**config.mk**
```make
export PLATFORM = sky130hd
export DESIGN_NAME = gnfs_div
export DESIGN_NICKNAME = d
export VERILOG_FILES = /design/src/sv/gnfs_pkg.sv /design/src/sv/gnfs_div.sv
export SDC_FILE = /design/constraint.sdc
export NUM_CORES = 1
export LEC_CHECK = 0
export BUFFER_PORTS_ARGS = -buffer_cell sky130_fd_sc_hd__buf_2
export CELL_PAD_IN_SITES_DETAIL_PLACEMENT = 0
export CELL_PAD_IN_SITES_GLOBAL_PLACEMENT = 2
export CORE_UTILIZATION = 35
export CTS_CLUSTER_SIZE = 40
export DETAILED_ROUTE_END_ITERATION = 8
export GPL_TIMING_DRIVEN = 0
export PLACE_DENSITY_LB_ADDON = 0.08
export SETUP_SLACK_MARGIN = 0.5
export SKIP_LAST_GASP = 1
export SLEW_MARGIN = 20
export SYNTH_ARGS = -nofsm -noshare
export SYNTH_HDL_FRONTEND = slang
export SYNTH_SLANG_ARGS = --single-unit
```
**constraint.sdc**
```tcl
create_clock -name clock -period 2.61 [get_ports clock]
set_input_delay 0.1305 -clock clock [delete_from_list [all_inputs] [get_ports clock]]
set_output_delay 0.1305 -clock clock [all_outputs]
set_load 0.1 [all_outputs]
```
**src/sv/gnfs_pkg.sv**
```systemverilog
// Shared constants, register codes and divider transaction types for the
// grid nearest free site search unit. No dependencies.
package gnfs_pkg;

   localparam int MAX_ROWS_DEF  = 64;
   localparam int MAX_SITES_DEF = 64;

   localparam int CNT_W      = 11;
   localparam int COORD_W    = 24;
   localparam int PITCH_W    = 16;
   localparam int NUM_W      = 26;
   localparam int SIZE_W     = 7;
   localparam int IDX_W      = 6;
   localparam int KIND_W     = 2;
   localparam int CFG_IDX_W  = 3;
   localparam int CFG_DATA_W = 24;

   localparam logic [KIND_W-1:0] KIND_CLEAR  = 2'd0;
   localparam logic [KIND_W-1:0] KIND_MARK   = 2'd1;
   localparam logic [KIND_W-1:0] KIND_SEARCH = 2'd2;
   localparam logic [KIND_W-1:0] KIND_UNUSED = 2'd3;

   localparam logic [CFG_IDX_W-1:0] REG_ROWS       = 3'd0;
   localparam logic [CFG_IDX_W-1:0] REG_SITES      = 3'd1;
   localparam logic [CFG_IDX_W-1:0] REG_ORIGIN_X   = 3'd2;
   localparam logic [CFG_IDX_W-1:0] REG_ORIGIN_Y   = 3'd3;
   localparam logic [CFG_IDX_W-1:0] REG_SITE_PITCH = 3'd4;
   localparam logic [CFG_IDX_W-1:0] REG_ROW_PITCH  = 3'd5;

   typedef struct packed {
      logic               start;
      logic [NUM_W-1:0]   num;
      logic [PITCH_W-1:0] den;
   } div_req_type;

   typedef struct packed {
      logic             done;
      logic [NUM_W-1:0] quot;
   } div_rsp_type;

endpackage

```
**src/sv/gnfs_div.sv**
```systemverilog
// Restoring divider, one quotient bit per cycle, shared by all index
// conversions. Depends on gnfs_pkg.
module gnfs_div (
   input  logic                 clock,
   input  logic                 reset,
   input  gnfs_pkg::div_req_type req,
   output gnfs_pkg::div_rsp_type rsp
);

   localparam int CW = $clog2(gnfs_pkg::NUM_W);

   logic                          busy_ff, busy_in;
   logic                          done_ff, done_in;
   logic [CW-1:0]                 cnt_ff, cnt_in;
   logic [gnfs_pkg::PITCH_W-1:0]  rem_ff, rem_in;
   logic [gnfs_pkg::NUM_W-1:0]    quo_ff, quo_in;
   logic [gnfs_pkg::PITCH_W-1:0]  den_ff, den_in;
   logic [gnfs_pkg::PITCH_W:0]    trial;
   logic [gnfs_pkg::PITCH_W:0]    diff;

   always_comb begin
      busy_in = busy_ff;
      done_in = 1'b0;
      cnt_in  = cnt_ff;
      rem_in  = rem_ff;
      quo_in  = quo_ff;
      den_in  = den_ff;
      trial   = {rem_ff, quo_ff[gnfs_pkg::NUM_W-1]};
      diff    = trial - {1'b0, den_ff};
      if (req.start) begin
         busy_in = 1'b1;
         cnt_in  = '0;
         rem_in  = '0;
         quo_in  = req.num;
         den_in  = req.den;
      end else if (busy_ff) begin
         if (trial >= {1'b0, den_ff}) begin
            rem_in = diff[gnfs_pkg::PITCH_W-1:0];
            quo_in = {quo_ff[gnfs_pkg::NUM_W-2:0], 1'b1};
         end else begin
            rem_in = trial[gnfs_pkg::PITCH_W-1:0];
            quo_in = {quo_ff[gnfs_pkg::NUM_W-2:0], 1'b0};
         end
         cnt_in = cnt_ff + CW'(1);
         if (cnt_ff == CW'(gnfs_pkg::NUM_W - 1)) begin
            busy_in = 1'b0;
            done_in = 1'b1;
         end
      end
   end

   always_ff @(posedge clock) begin
      if (reset) begin
         busy_ff <= 1'b0;
         done_ff <= 1'b0;
         cnt_ff  <= '0;
      end else begin
         busy_ff <= busy_in;
         done_ff <= done_in;
         cnt_ff  <= cnt_in;
      end
      rem_ff <= rem_in;
      quo_ff <= quo_in;
      den_ff <= den_in;
   end

   assign rsp.done = done_ff;
   assign rsp.quot = quo_ff;

endmodule

```
==> Word-level counts from Yosys, hierarchy flattened <==
Cells that the tools add are included.
{ "totals": {"wordCells": 22, "out_inout_bits": 27, "in_bits": 45, "register_bits": 65} }
{ "op_classes": {"add_sub_neg": 2, "n_eq_ne": 1, "mux": 8, "bitwise_logic": 1, "reduce_logical": 3, "n_lt_le_gt_ge": 1} }
{ "op_table": {"columns": ["cell", "count"], "rows": [
  ["$mux 26", 2],
  ["$ge 17x16->1", 1],
  ["$mux 16", 1],
  ["$sub 16x16->16", 1],
  ["$add 5x1->5 const B", 1],
  ["$eq 5x5->1 const B", 1],
  ["$mux 1", 5],
  ["$reduce_or 3->1", 1],
  ["$reduce_bool 2->1", 1],
  ["$reduce_or 2->1", 1],
  ["$not 1->1", 1]
]} }

==> Longest topological paths before layout <==
{ "depth": {"ltp_word": 4, "ltp_mapped": 11} }

==> Worst setup path before layout <==
No wires, ideal clock.
{ "synth_timing": {"path_kind": "reg2reg", "startpoint": "reg quo_ff[25] (netlist name)", "endpoint": "reg rem_ff[14] (netlist name)", "t_required_ns": 2.510, "t_arrival_ns": 2.822, "path_slack_ns": -0.312, "stages_incl_launch_ff": 10, "path_cell_list": "edfxtp_1 -> inv_1 -> ha_1 -> fa_1 -> nor2b_1 -> o31a_1 -> o21ai_1 -> o21ai_0 -> a41oi_1 -> a2111oi_4"} }
{ "synth_between": {"elab_chain_cells": 2} }
{ "synth_rtl": {"columns": ["element", "line_no", "rtl"], "rows": [
  ["start, declared", "gnfs_div.sv:16", "logic [gnfs_pkg::NUM_W-1:0] quo_ff, quo_in;"],
  ["start signal, assigned", "gnfs_div.sv:63", "quo_ff <= quo_in;"],
  ["$sub 16x16->16 or $ge 17x16->1 (tied branches)", "gnfs_div.sv:29, gnfs_div.sv:37", null],
  ["$mux 16 *", "gnfs_div.sv:37", "if (trial >= {1'b0, den_ff}) begin"],
  ["end signal, assigned", "gnfs_div.sv:62", "rem_ff <= rem_in;"],
  ["end, declared", "gnfs_div.sv:15", "logic [gnfs_pkg::PITCH_W-1:0] rem_ff, rem_in;"]
]} }
Every way passes the cells marked *; elsewhere a longest branch is shown, timed or not.
A chain may end at the register's enable or synchronous reset.

==> Worst setup path after layout <==
{ "layout_timing": {"startpoint": "reg den_ff[4] (netlist name)", "endpoint": "reg rem_ff[15] (netlist name)"} }
{ "layout_between": {"elab_chain_cells": 2} }
{ "layout_rtl": {"columns": ["element", "line_no", "rtl"], "rows": [
  ["start, declared", "gnfs_div.sv:17", "logic [gnfs_pkg::PITCH_W-1:0] den_ff, den_in;"],
  ["start signal, assigned", "gnfs_div.sv:64", "den_ff <= den_in;"],
  ["$sub 16x16->16 or $ge 17x16->1 (tied branches)", "gnfs_div.sv:29, gnfs_div.sv:37", null],
  ["$mux 16 *", "gnfs_div.sv:37", null]
]} }
Marked as above.

==> summary.md <==
| Metric | Value |
|---|---|
| Status | finished clean |
| Die X | 101 µm |
| GRT met2 Usage | 27.6% |
| PD cells | between 600 and 700 nW/µm² |
| Post-route cell area | 4870 µm² |
| Crit-path cells | inv_2 -> ha_4 -> nand2_4 -> a211o_1 -> a21oi_2 -> o311ai_2 -> and2_4 -> buf_8 -> buf_8 -> buf_6 -> a32oi_1 -> o31ai_1 |
| Slew HR | a little over half |
| Yosys cell types | 54 |
| Port bufs | about 70 |
| #FFs+latches synth | 65 |
| Die area | a little over 10000 µm² |
| Met3 Resource Use GR | 4.35% |
| Hold WS | 0.0814 ns |
| Post-DP Area | ~4000 µm² |
| Layout cell share with drive strength beyond 1 | around 44% |
| Critical Path Fanout Max | 5 |
| Crit path capture type | flip-flop |
| Least-Margin Pin Slew | a little over 0.7 ns |
| Total gr overflow | 0 |
| CP dominant cell by count | buf_8 |
| Final worst slack | between 0.3 and 0.4 ns |
| FMAX | 442 MHz |
| Tightest Hold Check Type | in -> reg |
| Gpl congestion | 0.812 |
| Ys Warns | 0 |
| CP peak stage delay | about 0.35 ns |
| Cell row count | 35 |
| First-pass detailed-route iteration total | 4 |
| Synth-to-Final Area Change | 40.6% |
| RSZ-0062 raised after global routing | yes |
| Mapped Area | about 3500 µm² |
| Initial antenna violation count | 0 |
| Global-route wire length before repair | ~14 mm |
| CP arrival | 2.49 ns |
| Nets | around 500 |
| Non-Filler Instances | between 500 and 600 |
| Most used routing layer | met2 |
| Ys async rst share | 0% |
| Post-synth EDFFs | 42 |
| Starting DRT DRC Count | roughly 100 |
| # setup viols final | 0 |
| Worst Path Buf+Inv | 4 |
| Setup WS pre-CTS | 0.0915 ns |
| Startpoint types | flip-flop |
| Core area | 9420 µm² |
| Clock sinks | 65 |
| Mapped Nets | about 370 |
| Number of antenna diodes | 0 |
| Crit path required time | between 2 and 3 ns |
| Mean area per synthesized cell | around 11 µm² |
| GRT met1 Usage | between 20% and 30% |
| Io pins | 72 |
| Post-synthesis sequential area ratio | 49.7% |
| Drt wl/cell | ~15 µm |
| Initial Util | between 30% and 40% |
| Crit path time final | 2.26 ns |
| Clk_lat worst skew | between 0.3 and 0.4 ns |
| Final Hold Vio Count | 0 |
| Critical-path cell with the highest stage delay | edfxtp_1 |
| Global Route Usage Sum | between 15 and 20% |
| Leak | approximately 0.0020 µW |
| Die height | between 100 and 150 µm |
| CTS clk-pin slew, worst paths | about 0.080 ns |
| Critical setup path kind | reg -> reg |
| Vias/cell | about 5.0 |
| Most common cell after layout, fill and taps aside | buf_2 |
| Pins Over Slew Limit | 0 |
| Mapped Cells | 310 |
| Main synth FF type | edfxtp_1 |
| Vias in the first global route | about 2.8k |
| Crit share post-route | between 80% and 90% |
| Max Root-Sink Buffers | 2 |
| Dpl hpwl | around 5.7 mm |
| CP delay by family, top | compound AO/OA/AOI/OAI gates |
| CTS tree | yes |
| Antenna-violating nets left | 0 |
| CTS Buf Count | 9 |
| Htree depth | 3 |
| Most frequent cells in the layout | 71 x buf_2, 42 x edfxtp_1, 30 x nor2_1 |
| Root buffer cell | clkbuf_8 |
| Final clock skew | 0.0119 ns |
| Final core occ | 51.7% |
| Max-cap violations | 0 |
| DRT Wirelength | around 8.6 mm |
| Post-Place Cells | slightly above 500 |
| Pin count of the biggest net entering global routing | 27 |
| DRC errors left | 0 |
| Via count | about 2.8k |
| Maximum VDD drop | between 400 and 500 µV |
==> worst paths after layout <==
path / startpoint / to / slack, ns / depth (start not counted)
max: den_ff[4] / rem_ff[15] / 0.35 / 12
max reg2reg: den_ff[4] / rem_ff[15] / 0.35 / 12
min reg2reg: rem_ff[10] / rem_ff[10] / 0.52 / 2
min: req[27] / quo_ff[11] / 0.08 / 2
==> layer usage <==
layer / up-vias / wire length, µm
li1: 1378 / -
met1: 1332 / 4150
met2: 63 / 3990
met3: 17 / 268
met4: 0 / 170
met5: - / 0
==> state kept, by name, summed over array words and instances (netlist names) <==
register  cells
den_ff       16
busy_ff       1
quo_ff       26
done_ff       1
rem_ff       16
cnt_ff        5
==> cells by family after synthesis <==
logic type / synth area share (%)
AO/OA/AOI/OAI: 14.5
multiplexers: 9.87
XOR/XNOR: 3.54
adder cells (fa/ha/maj): 7.09
flip-flops: 49.7
AND/OR/NAND/NOR: 10.2
buffers and inverters: 5.02
==> report_power, final <==
part / leakage (µW) / total, µW / internal (µW) / switching, µW
Clock: 0.000107 / 959 / 538 / 421
Sequential: 0.000608 / 1260 / 1200 / 56.1
Combinational: 0.00126 / 1130 / 422 / 707
Total: 0.00197 / 3340 / 2160 / 1180
==> cell usage after synthesis, drive strengths merged, types with 8 or more instances <==
library cell	instances	area [µm²]
edfxtp	42	1260
nor2	31	119
mux2	25	282
inv	24	90.1
dfxtp	23	460
ha	18	225
a21oi	17	92.6
nand2	14	52.6
o21ai	11	55.1
a211oi	10	80.1
buf	9	61.3
xor2	8	70.1
==> final cells by class <==
| class | instances | area (µm²) |
|---|---|---|
| Buffer | 15 | 106 |
| Tap cell | 129 | 161 |
| Clock buffer | 9 | 124 |
| Clock inverter | 7 | 93.8 |
| Inverter | 24 | 90.1 |
| Fill cell | 867 | 4550 |
| Timing Repair Buffer | 107 | 716 |
| Multi-Input combinational cell | 206 | 1850 |
| Sequential cell | 65 | 1730 |
==> repair_timing <==
item                                    4_1_cts  5_1_grt
endpoints found under the hold margin        17        0
endpoints found under the setup margin       43       17
pin swaps                                    11       14
gates cloned                                  3        0
hold buffers                                 17        0
setup buffers                                12        4
resized for setup                            46       15
==> metrics by stage <==
step	TNS [ns]	power, µW
after floorplan	-2.60	1990
after global placement	0	2180
after detailed placement	0	2180
after CTS	0	3330
after global routing	0	3490
final	0	3340
Power figures use the tool's default switching activity.
